$ cat src/sv/ultrasonic_echo_ranger_assert.svh
// assertion macros used by the echo ranger queue
`ifndef ULTRASONIC_ECHO_RANGER_ASSERT_SVH
`define ULTRASONIC_ECHO_RANGER_ASSERT_SVH

`ifndef SYNTHESIS
`define UER_ASSERT(lbl, clk, rst_n, prop) \
	lbl: assert property (@(posedge clk) disable iff (!rst_n) prop) \
		else $error("uer assertion failed");
`define UER_NEVER(lbl, clk, rst_n, cond) \
	lbl: assert property (@(posedge clk) disable iff (!rst_n) !(cond)) \
		else $error("uer forbidden condition seen");
`else
`define UER_ASSERT(lbl, clk, rst_n, prop)
`define UER_NEVER(lbl, clk, rst_n, cond)
`endif

`endif

$ cat src/sv/uer_pkg.sv
// shared types and constants of the ultrasonic echo ranger
package uer_pkg;

	localparam int TRIG_W    = 8;
	localparam int TICK_W    = 20;
	localparam int RDG_W     = 4;
	localparam int TPC_W     = 8;
	localparam int DEN_W     = 11;
	localparam int DIST_W    = 19;
	localparam int CFG_IDX_W = 2;
	localparam int CFG_W     = 20;
	localparam int IN_DATA_W  = 8;
	localparam int OUT_DATA_W = 24;

	localparam logic [RDG_W-1:0] RDG_MAX = RDG_W'(8);

	localparam logic [CFG_IDX_W-1:0] CFG_TRIGGER  = 2'd0;
	localparam logic [CFG_IDX_W-1:0] CFG_SETTLE   = 2'd1;
	localparam logic [CFG_IDX_W-1:0] CFG_READINGS = 2'd2;
	localparam logic [CFG_IDX_W-1:0] CFG_TPC      = 2'd3;

	localparam logic [TRIG_W-1:0] RST_TRIGGER  = 8'd20;
	localparam logic [TICK_W-1:0] RST_SETTLE   = 20'd50000;
	localparam logic [RDG_W-1:0]  RST_READINGS = 4'd5;
	localparam logic [TPC_W-1:0]  RST_TPC      = 8'd58;

	typedef enum logic [2:0] {
		PH_IDLE   = 3'd0,
		PH_TRIG   = 3'd1,
		PH_WAIT   = 3'd2,
		PH_MEAS   = 3'd3,
		PH_SETTLE = 3'd4
	} ph_t;

	typedef enum logic [1:0] {
		BK_LOAD = 2'd0,
		BK_DIV  = 2'd1,
		BK_DONE = 2'd2
	} bk_t;

	typedef struct packed {
		logic trig;
		logic busy;
		logic res;
	} ctl_t;

	localparam int CTL_W = $bits(ctl_t);

endpackage

$ cat src/sv/ultrasonic_echo_ranger.sv
// top level of the ultrasonic echo ranger: config registers, front, queue, back
//
//  channel  direction  payload
//  s_*      in         tdata[0] start_req, tdata[1] echo_level
//  m_*      out        tdata[0] trigger_level, [1] busy_res, [2] result_valid,
//                      [21:3] distance_q8
//  cfg_*    in         write of register cfg_index with cfg_data
//
// an ordinary tick item goes through the queue into the output register and is offered
// on m_* from there; the item that gives a distance stays in the back end while the
// one-bit-per-cycle restoring divider works; the two-entry queue takes up to two more
// ticks meanwhile, then s_tready stays low until the output register takes the distance
// asynchronous reset clears sequencer, queue and output valid; no clearing pass
// s_tready falls only while the queue is full; m_tvalid holds until taken
module ultrasonic_echo_ranger #(
	parameter int WIDTH_BITS    = 16,
	parameter int FRACTION_BITS = 8
) (
	input  logic                              clk,
	input  logic                              arst_n,
	input  logic                              s_tvalid,
	output logic                              s_tready,
	input  logic [uer_pkg::IN_DATA_W-1:0]     s_tdata,  // start_req, echo_level
	output logic                              m_tvalid,
	input  logic                              m_tready,
	// trigger_level, busy_res, result_valid, distance_q8
	output logic [uer_pkg::OUT_DATA_W-1:0]    m_tdata,
	input  logic                              cfg_we,
	input  logic [uer_pkg::CFG_IDX_W-1:0]     cfg_index,
	input  logic [uer_pkg::CFG_W-1:0]         cfg_data
);
	import uer_pkg::*;

	localparam int SUM_W = WIDTH_BITS + 3;
	localparam int ENT_W = CTL_W + DEN_W + SUM_W;

	logic [TRIG_W-1:0] trigger_q;
	logic [TICK_W-1:0] settle_q;
	logic [RDG_W-1:0]  readings_q;
	logic [TPC_W-1:0]  tpc_q;

	logic              take, full, empty, pop;
	ctl_t              f_ctl, b_ctl;
	logic [SUM_W-1:0]  f_sum, b_sum;
	logic [DEN_W-1:0]  f_den, b_den;
	logic [ENT_W-1:0]  wdata, rdata;

	always_ff @(posedge clk or negedge arst_n) begin
		if (!arst_n) begin
			trigger_q  <= RST_TRIGGER;
			settle_q   <= RST_SETTLE;
			readings_q <= RST_READINGS;
			tpc_q      <= RST_TPC;
		end else if (cfg_we) begin
			unique case (cfg_index)
				CFG_TRIGGER:  trigger_q  <= cfg_data[TRIG_W-1:0];
				CFG_SETTLE:   settle_q   <= cfg_data[TICK_W-1:0];
				CFG_READINGS: readings_q <= cfg_data[RDG_W-1:0];
				CFG_TPC:      tpc_q      <= cfg_data[TPC_W-1:0];
				default:      tpc_q      <= tpc_q;
			endcase
		end
	end

	assign s_tready = !full;
	assign take     = s_tvalid && s_tready;

	uer_front #(
		.WIDTH_BITS(WIDTH_BITS)
	) u_front (
		.clk                (clk),
		.arst_n             (arst_n),
		.take               (take),
		.start_req          (s_tdata[0]),
		.echo_level         (s_tdata[1]),
		.trigger_ticks      (trigger_q),
		.settle_ticks       (settle_q),
		.readings_per_result(readings_q),
		.ticks_per_cm       (tpc_q),
		.ctl                (f_ctl),
		.sum                (f_sum),
		.den                (f_den)
	);

	assign wdata = {f_ctl, f_den, f_sum};

	uer_fifo #(
		.DATA_W(ENT_W)
	) u_fifo (
		.clk   (clk),
		.arst_n(arst_n),
		.push  (take),
		.wdata (wdata),
		.pop   (pop),
		.rdata (rdata),
		.full  (full),
		.empty (empty)
	);

	assign b_ctl = rdata[ENT_W-1 -: CTL_W];
	assign b_den = rdata[SUM_W +: DEN_W];
	assign b_sum = rdata[SUM_W-1:0];

	uer_back #(
		.WIDTH_BITS   (WIDTH_BITS),
		.FRACTION_BITS(FRACTION_BITS)
	) u_back (
		.clk     (clk),
		.arst_n  (arst_n),
		.empty   (empty),
		.ent_ctl (b_ctl),
		.ent_den (b_den),
		.ent_sum (b_sum),
		.pop     (pop),
		.m_tvalid(m_tvalid),
		.m_tready(m_tready),
		.m_tdata (m_tdata)
	);

endmodule

$ cat src/sv/uer_front.sv
// front end: per-tick measurement sequencer that classifies each item
module uer_front #(
	parameter int WIDTH_BITS = 16
) (
	input  logic                        clk,
	input  logic                        arst_n,
	input  logic                        take,
	input  logic                        start_req,
	input  logic                        echo_level,
	input  logic [uer_pkg::TRIG_W-1:0]  trigger_ticks,
	input  logic [uer_pkg::TICK_W-1:0]  settle_ticks,
	input  logic [uer_pkg::RDG_W-1:0]   readings_per_result,
	input  logic [uer_pkg::TPC_W-1:0]   ticks_per_cm,
	output uer_pkg::ctl_t               ctl,
	output logic [WIDTH_BITS+2:0]       sum,
	output logic [uer_pkg::DEN_W-1:0]   den
);
	import uer_pkg::*;

	localparam int SUM_W = WIDTH_BITS + 3;

	ph_t                   phase_q, phase_d;
	logic [TICK_W-1:0]     ticks_q, ticks_d;
	logic [WIDTH_BITS-1:0] width_q, width_d;
	logic [RDG_W-1:0]      done_q, done_d;
	logic [SUM_W-1:0]      sum_q, sum_d;

	logic [TRIG_W-1:0]        trig_len;
	logic [RDG_W-1:0]         eff_n;
	logic [TPC_W-1:0]         eff_tpc;
	logic [TPC_W+RDG_W-1:0]   den_full;
	logic [TICK_W-1:0]        tick_base, tick_inc;
	logic                     trig_end, settle_more, last_rdg;
	logic                     trig, res;

	assign trig_len = (trigger_ticks == '0) ? TRIG_W'(1) : trigger_ticks;
	assign eff_n = (readings_per_result == '0) ? RDG_W'(1) :
		(readings_per_result > RDG_MAX) ? RDG_MAX : readings_per_result;
	assign eff_tpc = (ticks_per_cm == '0) ? TPC_W'(1) : ticks_per_cm;
	assign den_full = eff_tpc * eff_n;
	assign den = den_full[DEN_W-1:0];

	assign tick_base   = (phase_q == PH_TRIG) ? ticks_q : '0;
	assign tick_inc    = tick_base + TICK_W'(1);
	assign trig_end    = tick_inc >= TICK_W'(trig_len);
	assign settle_more = ticks_q < settle_ticks;
	assign last_rdg    = done_q >= eff_n;

	// next phase
	always_comb begin
		phase_d = phase_q;
		unique case (phase_q)
			PH_TRIG: begin
				phase_d = trig_end ? PH_WAIT : PH_TRIG;
			end
			PH_WAIT: begin
				if (echo_level) phase_d = PH_MEAS;
			end
			PH_MEAS: begin
				if (!echo_level) phase_d = PH_SETTLE;
			end
			PH_SETTLE: begin
				if (!settle_more) begin
					if (last_rdg) phase_d = PH_IDLE;
					else phase_d = trig_end ? PH_WAIT : PH_TRIG;
				end
			end
			default: begin
				phase_d = start_req ? (trig_end ? PH_WAIT : PH_TRIG) : PH_IDLE;
			end
		endcase
	end

	// datapath and item flags
	always_comb begin
		ticks_d = ticks_q;
		width_d = width_q;
		done_d  = done_q;
		sum_d   = sum_q;
		trig    = 1'b0;
		res     = 1'b0;
		unique case (phase_q)
			PH_TRIG: begin
				trig    = 1'b1;
				ticks_d = trig_end ? '0 : tick_inc;
			end
			PH_WAIT: begin
				if (echo_level) width_d = WIDTH_BITS'(1);
			end
			PH_MEAS: begin
				if (echo_level) begin
					if (width_q != '1) width_d = width_q + WIDTH_BITS'(1);
				end else begin
					sum_d   = sum_q + SUM_W'(width_q);
					done_d  = done_q + RDG_W'(1);
					ticks_d = '0;
				end
			end
			PH_SETTLE: begin
				if (settle_more) begin
					ticks_d = ticks_q + TICK_W'(1);
				end else if (last_rdg) begin
					res     = 1'b1;
					ticks_d = '0;
				end else begin
					width_d = '0;
					trig    = 1'b1;
					ticks_d = trig_end ? '0 : tick_inc;
				end
			end
			default: begin
				if (start_req) begin
					sum_d   = '0;
					done_d  = '0;
					width_d = '0;
					trig    = 1'b1;
					ticks_d = trig_end ? '0 : tick_inc;
				end
			end
		endcase
	end

	assign ctl.trig = trig;
	assign ctl.busy = (phase_d != PH_IDLE);
	assign ctl.res  = res;
	assign sum      = sum_q;

	always_ff @(posedge clk or negedge arst_n) begin
		if (!arst_n) begin
			phase_q <= PH_IDLE;
			ticks_q <= '0;
			width_q <= '0;
			done_q  <= '0;
			sum_q   <= '0;
		end else if (take) begin
			phase_q <= phase_d;
			ticks_q <= ticks_d;
			width_q <= width_d;
			done_q  <= done_d;
			sum_q   <= sum_d;
		end
	end

endmodule

$ cat src/sv/uer_fifo.sv
// two-entry queue between the front and back ends
`include "ultrasonic_echo_ranger_assert.svh"

module uer_fifo #(
	parameter int DATA_W = 8
) (
	input  logic              clk,
	input  logic              arst_n,
	input  logic              push,
	input  logic [DATA_W-1:0] wdata,
	input  logic              pop,
	output logic [DATA_W-1:0] rdata,
	output logic              full,
	output logic              empty
);
	logic [DATA_W-1:0] mem_q [2];
	logic              wr_ptr_q, rd_ptr_q;
	logic [1:0]        count_q;

	assign rdata = mem_q[rd_ptr_q];
	assign full  = (count_q == 2'd2);
	assign empty = (count_q == 2'd0);

	always_ff @(posedge clk) begin
		if (push) mem_q[wr_ptr_q] <= wdata;
	end

	always_ff @(posedge clk or negedge arst_n) begin
		if (!arst_n) begin
			wr_ptr_q <= 1'b0;
			rd_ptr_q <= 1'b0;
			count_q  <= '0;
		end else begin
			if (push) wr_ptr_q <= ~wr_ptr_q;
			if (pop) rd_ptr_q <= ~rd_ptr_q;
			count_q <= count_q + 2'(push) - 2'(pop);
		end
	end

	`UER_NEVER(a_no_push_full, clk, arst_n, push && full)
	`UER_NEVER(a_no_pop_empty, clk, arst_n, pop && empty)
	`UER_ASSERT(a_count_track, clk, arst_n,
		(push && !pop) |=> (count_q == $past(count_q) + 2'd1))
endmodule

$ cat src/sv/uer_back.sv
// back end: restoring divider for the distance and the output register
module uer_back #(
	parameter int WIDTH_BITS    = 16,
	parameter int FRACTION_BITS = 8
) (
	input  logic                            clk,
	input  logic                            arst_n,
	input  logic                            empty,
	input  uer_pkg::ctl_t                   ent_ctl,
	input  logic [uer_pkg::DEN_W-1:0]       ent_den,
	input  logic [WIDTH_BITS+2:0]           ent_sum,
	output logic                            pop,
	output logic                            m_tvalid,
	input  logic                            m_tready,
	output logic [uer_pkg::OUT_DATA_W-1:0]  m_tdata
);
	import uer_pkg::*;

	localparam int SUM_W = WIDTH_BITS + 3;
	localparam int NUM_W = SUM_W + FRACTION_BITS;
	localparam int CNT_W = $clog2(NUM_W + 1);
	localparam int QX_W  = (NUM_W > DIST_W) ? NUM_W : DIST_W;

	bk_t               state_q, state_d;
	logic [CNT_W-1:0]  cnt_q;
	logic [DEN_W-1:0]  rem_q, den_q;
	logic [NUM_W-1:0]  quo_q;
	ctl_t              ctl_q;

	logic              out_valid_q;
	ctl_t              out_ctl_q;
	logic [DIST_W-1:0] out_dist_q;

	logic              out_free, load_div, out_load, step_last;
	logic [DEN_W:0]    trial;
	logic              ge;
	logic [QX_W-1:0]   q_ext;
	logic [DIST_W-1:0] q_sat;
	ctl_t              new_ctl;
	logic [DIST_W-1:0] new_dist;

	assign out_free  = !out_valid_q || m_tready;
	assign trial     = {rem_q, quo_q[NUM_W-1]};
	assign ge        = trial >= {1'b0, den_q};
	assign step_last = (cnt_q == CNT_W'(NUM_W - 1));
	assign q_ext     = QX_W'(quo_q);
	assign q_sat     = (|(q_ext >> DIST_W)) ? '1 : q_ext[DIST_W-1:0];

	// next state
	always_comb begin
		state_d = state_q;
		unique case (state_q)
			BK_LOAD: begin
				if (!empty && ent_ctl.res) state_d = BK_DIV;
			end
			BK_DIV: begin
				if (step_last) state_d = BK_DONE;
			end
			BK_DONE: begin
				if (out_free) state_d = BK_LOAD;
			end
			default: begin
				state_d = BK_LOAD;
			end
		endcase
	end

	// control outputs
	always_comb begin
		pop      = 1'b0;
		load_div = 1'b0;
		out_load = 1'b0;
		new_ctl  = ent_ctl;
		new_dist = '0;
		unique case (state_q)
			BK_LOAD: begin
				if (!empty && ent_ctl.res) begin
					pop      = 1'b1;
					load_div = 1'b1;
				end else if (!empty && out_free) begin
					pop      = 1'b1;
					out_load = 1'b1;
				end
			end
			BK_DONE: begin
				out_load = out_free;
				new_ctl  = ctl_q;
				new_dist = q_sat;
			end
			default: begin
				pop = 1'b0;
			end
		endcase
	end

	always_ff @(posedge clk or negedge arst_n) begin
		if (!arst_n) begin
			state_q     <= BK_LOAD;
			out_valid_q <= 1'b0;
		end else begin
			state_q <= state_d;
			if (out_load) out_valid_q <= 1'b1;
			else if (m_tready) out_valid_q <= 1'b0;
		end
	end

	always_ff @(posedge clk) begin
		if (load_div) begin
			cnt_q <= '0;
			rem_q <= '0;
			quo_q <= NUM_W'(ent_sum) << FRACTION_BITS;
			den_q <= ent_den;
			ctl_q <= ent_ctl;
		end else if (state_q == BK_DIV) begin
			cnt_q <= cnt_q + CNT_W'(1);
			rem_q <= ge ? DEN_W'(trial - {1'b0, den_q}) : trial[DEN_W-1:0];
			quo_q <= {quo_q[NUM_W-2:0], ge};
		end
		if (out_load) begin
			out_ctl_q  <= new_ctl;
			out_dist_q <= new_dist;
		end
	end

	assign m_tvalid = out_valid_q;
	assign m_tdata  = OUT_DATA_W'({out_dist_q, out_ctl_q.res, out_ctl_q.busy,
		out_ctl_q.trig});

endmodule
$ cat config.mk
export PLATFORM = sky130hd
export DESIGN_NAME = ultrasonic_echo_ranger
export DESIGN_NICKNAME = d
export VERILOG_FILES = /design/src/sv/uer_pkg.sv /design/src/sv/ultrasonic_echo_ranger.sv /design/src/sv/uer_front.sv /design/src/sv/uer_fifo.sv /design/src/sv/uer_back.sv
export VERILOG_INCLUDE_DIRS = /design/src /design/src/sv
export SDC_FILE = /design/constraint.sdc
export NUM_CORES = 1
export LEC_CHECK = 0
export BUFFER_PORTS_ARGS = -buffer_cell sky130_fd_sc_hd__buf_2
export CORE_MARGIN = 2
export CORE_UTILIZATION = 56
export CTS_CLUSTER_SIZE = 20
export DETAILED_ROUTE_END_ITERATION = 8
export PLACE_DENSITY = 0.81
export SETUP_SLACK_MARGIN = 0.1
export SYNTH_ARGS = -nofsm -noshare
export SYNTH_HDL_FRONTEND = slang
export SYNTH_SLANG_ARGS = --single-unit
$ cat constraint.sdc
create_clock -name clk -period 3.95 [get_ports clk]
set_clock_uncertainty 0.1 [all_clocks]
set_input_delay 0.1975 -clock clk [delete_from_list [all_inputs] [get_ports clk]]
set_output_delay 0.1975 -clock clk [all_outputs]
set_load 0.005 [all_outputs]
==> results by group <==
Outcome
  – Status: completed

Drt
  – WL met2: 13600 um
  – DR iter-0 viols: 620
  – Drt pass-1 iters: 5
  – Top sig layer: met4
  – DRC Markers: 0
  – WL met1: 11600 um
  – WL/cell: 15.8 um
  – Vias per cell: 5.70
  – Final wirelength: 26900 um
  – WL met3: 1240 um
  – Antenna-violating nets left: 0
  – Total number of vias: 9730

Synthesis
  – Area leader, netlist: edfxtp_1
  – Yosys synthesis warning count: 0
  – Ys async rst share: 0.429
  – Syn_area_per_cell: 10.6 um^2
  – Post-synth top cells: nand2_1 (130), edfxtp_1 (121), o21ai_0 (113)
  – Ranking of synthesized cells by area: edfxtp_1 (27%), dfrtp_1 (17%), ha_1 (7.4%)
  – Top-area cell type share of the netlist area: 0.267
  – Synth Instances: 1284
  – Most common cell in the netlist: nand2_1
  – Netlist cell types: 69
  – Cell Area, Synth: 0.0136 mm^2
  – Synth Register Bits: 254
  – Seq/Total Area, Yosys: 0.505
  – Number of synthesized flops with an enable pin: 121
  – Main synth FF type: edfxtp_1

Power and ir drop
  – Power Density: 632 mW/mm^2
  – Leak pwr: 6.71 nW
  – Peak supply drop: 0.406 mV
  – Overall Power: 0.00973 W

Critical path
  – Worst EP arrival: 3960 ps
  – Critical path startpoint category: flip-flop
  – R2r setup slk: 150 ps
  – Crit. End Element: flip-flop
  – Reg2Reg Depth: 14
  – Crit path max fanout: 6
  – CP startpoint: tpc_q[3]
  – RR Startpoint: tpc_q[3]
  – R2R Path End: u_fifo.mem_q[0][29]
  – CP required: 4110 ps
  – Critical path class: flip-flop to flip-flop

Worst hold path
  – WHS Endpoint: trigger_q[4]
  – Worst Hold Depth: 5
  – Worst hold-check path type: input port to flip-flop
  – Hold Path Origin: cfg_index[0]

STA
  – Period utilisation layout: 0.961
  – Slew Viols, Final: 0
  – Max-slew headroom: 0.322
  – Slew @ Worst Pin: 1020 ps
  – Final worst slack: 152 ps
  – Fin crit period: 3800 ps
  – Fmax: 0.263 GHz
  – Fin. Hold Viols: 0
  – Count of final setup violators: 0

Clocking
  – CTS Buf Count: 27
  – Clk sink count: 254
  – Max Root-Sink Buffers: 3
  – Root buffer cell: clkbuf_16
  – Worst skew pair latency: 530 ps
  – CTS clk-pin slew, worst paths: 60 ps
  – H-tree depth: 1
  – CTS tree: done

Die
  – # rows: 57
  – Num ports: 61
  – DIE AREA: 0.0255 mm^2
  – Die W: 160 um
  – Core box area: 0.0240 mm^2
  – Die Height: 160 um
  – Starting Density: 0.565

Placed design
  – HPWL Detailed: 18400 um
  – Routability Congestion: 0.874
  – IO buf count: 52
  – Place WS: 100 ps

Final layout
  – Layout Nets: 1490
  – Area grow syn2layout: 13.2%
  – Share of cells above drive strength 1: 0.145
  – Filler cell count in the final layout: 1810

GRT
  – Initial antenna violation count: 1
  – Vias in the first global route: 9609
  – Tot GR Track Use: 0.211
  – GR Overflow Total: 0
  – Largest net degree at the start of global routing: 79
  – Global-route wire length before repair: 45600 um

Flow run
  – Number of max-cap violations: 0
worst max-delay path, cell delays in order (launching register included):
cell and delay (ps):
dfstp_2 400, nor4_2 330, a21oi_2 100, nand2b_1 170, fa_1 460, fa_1 550
inv_1 70, fa_2 400, a21oi_1 140, nor2_1 60, nor2_1 170, o21bai_1 110
a21oi_2 190, o21ai_0 130, xnor2_1 160
per-stage QoR:
step	util	hold slack [ps]	TNS [ps]	area [um^2]	instances
2_1_floorplan	-	-198	0	13600	1285
5_1_grt	0.640	63.6	-120	15400	1706
3_5_place_dp	0.591	305	0	14200	1630
4_1_cts	0.638	21.0	0	15300	1703
6_report	0.640	59.5	0	15400	1707
3_3_place_gp	0.591	297	0	14200	1630
routing by layer:
metal	track usage	up-vias
li1	-	4753
met1	0.261	4706
met2	0.387	233
met3	0.0327	38
met4	0.0541	0
met5	0	-
cells by family (layout without fill, tap and decap cells):
group                      after synthesis  count (layout)  share of synthesized area
and+or+nand+nor                        407             407                      0.143
AOI/OAI and AO/OA                      273             273                      0.126
DFF                                    254             254                      0.505
buffers and inverters                  124             221                     0.0362
adders and majority gates               94              94                     0.0943
muxes                                   78              78                     0.0619
xor gates and xnor gates                53              53                     0.0342
other                                    1               3                   0.000276
worst max-delay path by stage:
stage / end / slack [ps] / depth (start not counted)
2_1_floorplan: u_fifo.mem_q[0][29] / 250 / 14
3_3_place_gp: u_fifo.mem_q[1][29] / 150 / 14
3_5_place_dp: u_fifo.mem_q[0][29] / 100 / 14
4_1_cts: u_fifo.mem_q[0][29] / 100 / 14
5_1_grt: u_fifo.mem_q[0][29] / -60 / 14
6_report: u_fifo.mem_q[0][29] / 150 / 14
layout make-up:
type	count	area [um^2]	share of cell area
sequential	254	6860	0.446
multi-input combinational	907	6290	0.409
clock buffer	31	701	0.0455
timing repair buffer	100	681	0.0442
tap	324	405	0.0263
inverter	71	267	0.0173
clock inverter	19	184	0.0120
antenna	1	2.50	0.000163
repair_timing:
action / 4_1_cts / 5_1_grt
pin swaps: 1 / 3
buffers inserted: 0 / 3
endpoints found under the setup margin: 2 / 7
hold buffers: 23 / 0
endpoints found under the hold margin: 106 / 0
cloned: 0 / 0
resized for setup: 0 / 9
sequential cells by signal, indices dropped and copies added, names as in the netlist, 5 cells and up:
name               flops
settle_q              20
tpc_q                  8
trigger_q              8
u_back.cnt_q           5
u_back.den_q          11
u_back.out_dist_q     19
u_back.q_ext          27
u_back.rem_q          11
u_fifo.mem_q          66
u_front.sum           19
u_front.ticks_q       20
u_front.width_q       16
placed cells by master (no fill, tap or decap), types with 13 or more instances in the layout:
cell type,n
a21oi_1,49
dfxtp_1,24
nand2_1,130
buf_2,51
nand2b_1,22
nand4_1,18
nor2_1,107
clkbuf_16,27
a31oi_1,13
and2_1,23
dlygate4sd3_1,23
o31ai_1,18
dfstp_2,14
edfxtp_1,121
ha_1,80
a22o_1,15
o21ai_0,113
mux2i_1,30
and3_1,15
dfrtp_1,95
nand3_1,29
buf_4,26
inv_1,70
xnor2_1,30
mux2_2,48
xor2_1,23
fa_1,13
power by group:
group	internal, W	switching (W)	total, W
Combinational	0.00132	0.00188	0.00320
Clock	0.00147	0.00103	0.00250
Sequential	0.00366	0.000362	0.00402
Total	0.00646	0.00327	0.00973
Power figures use the tool's default switching activity.
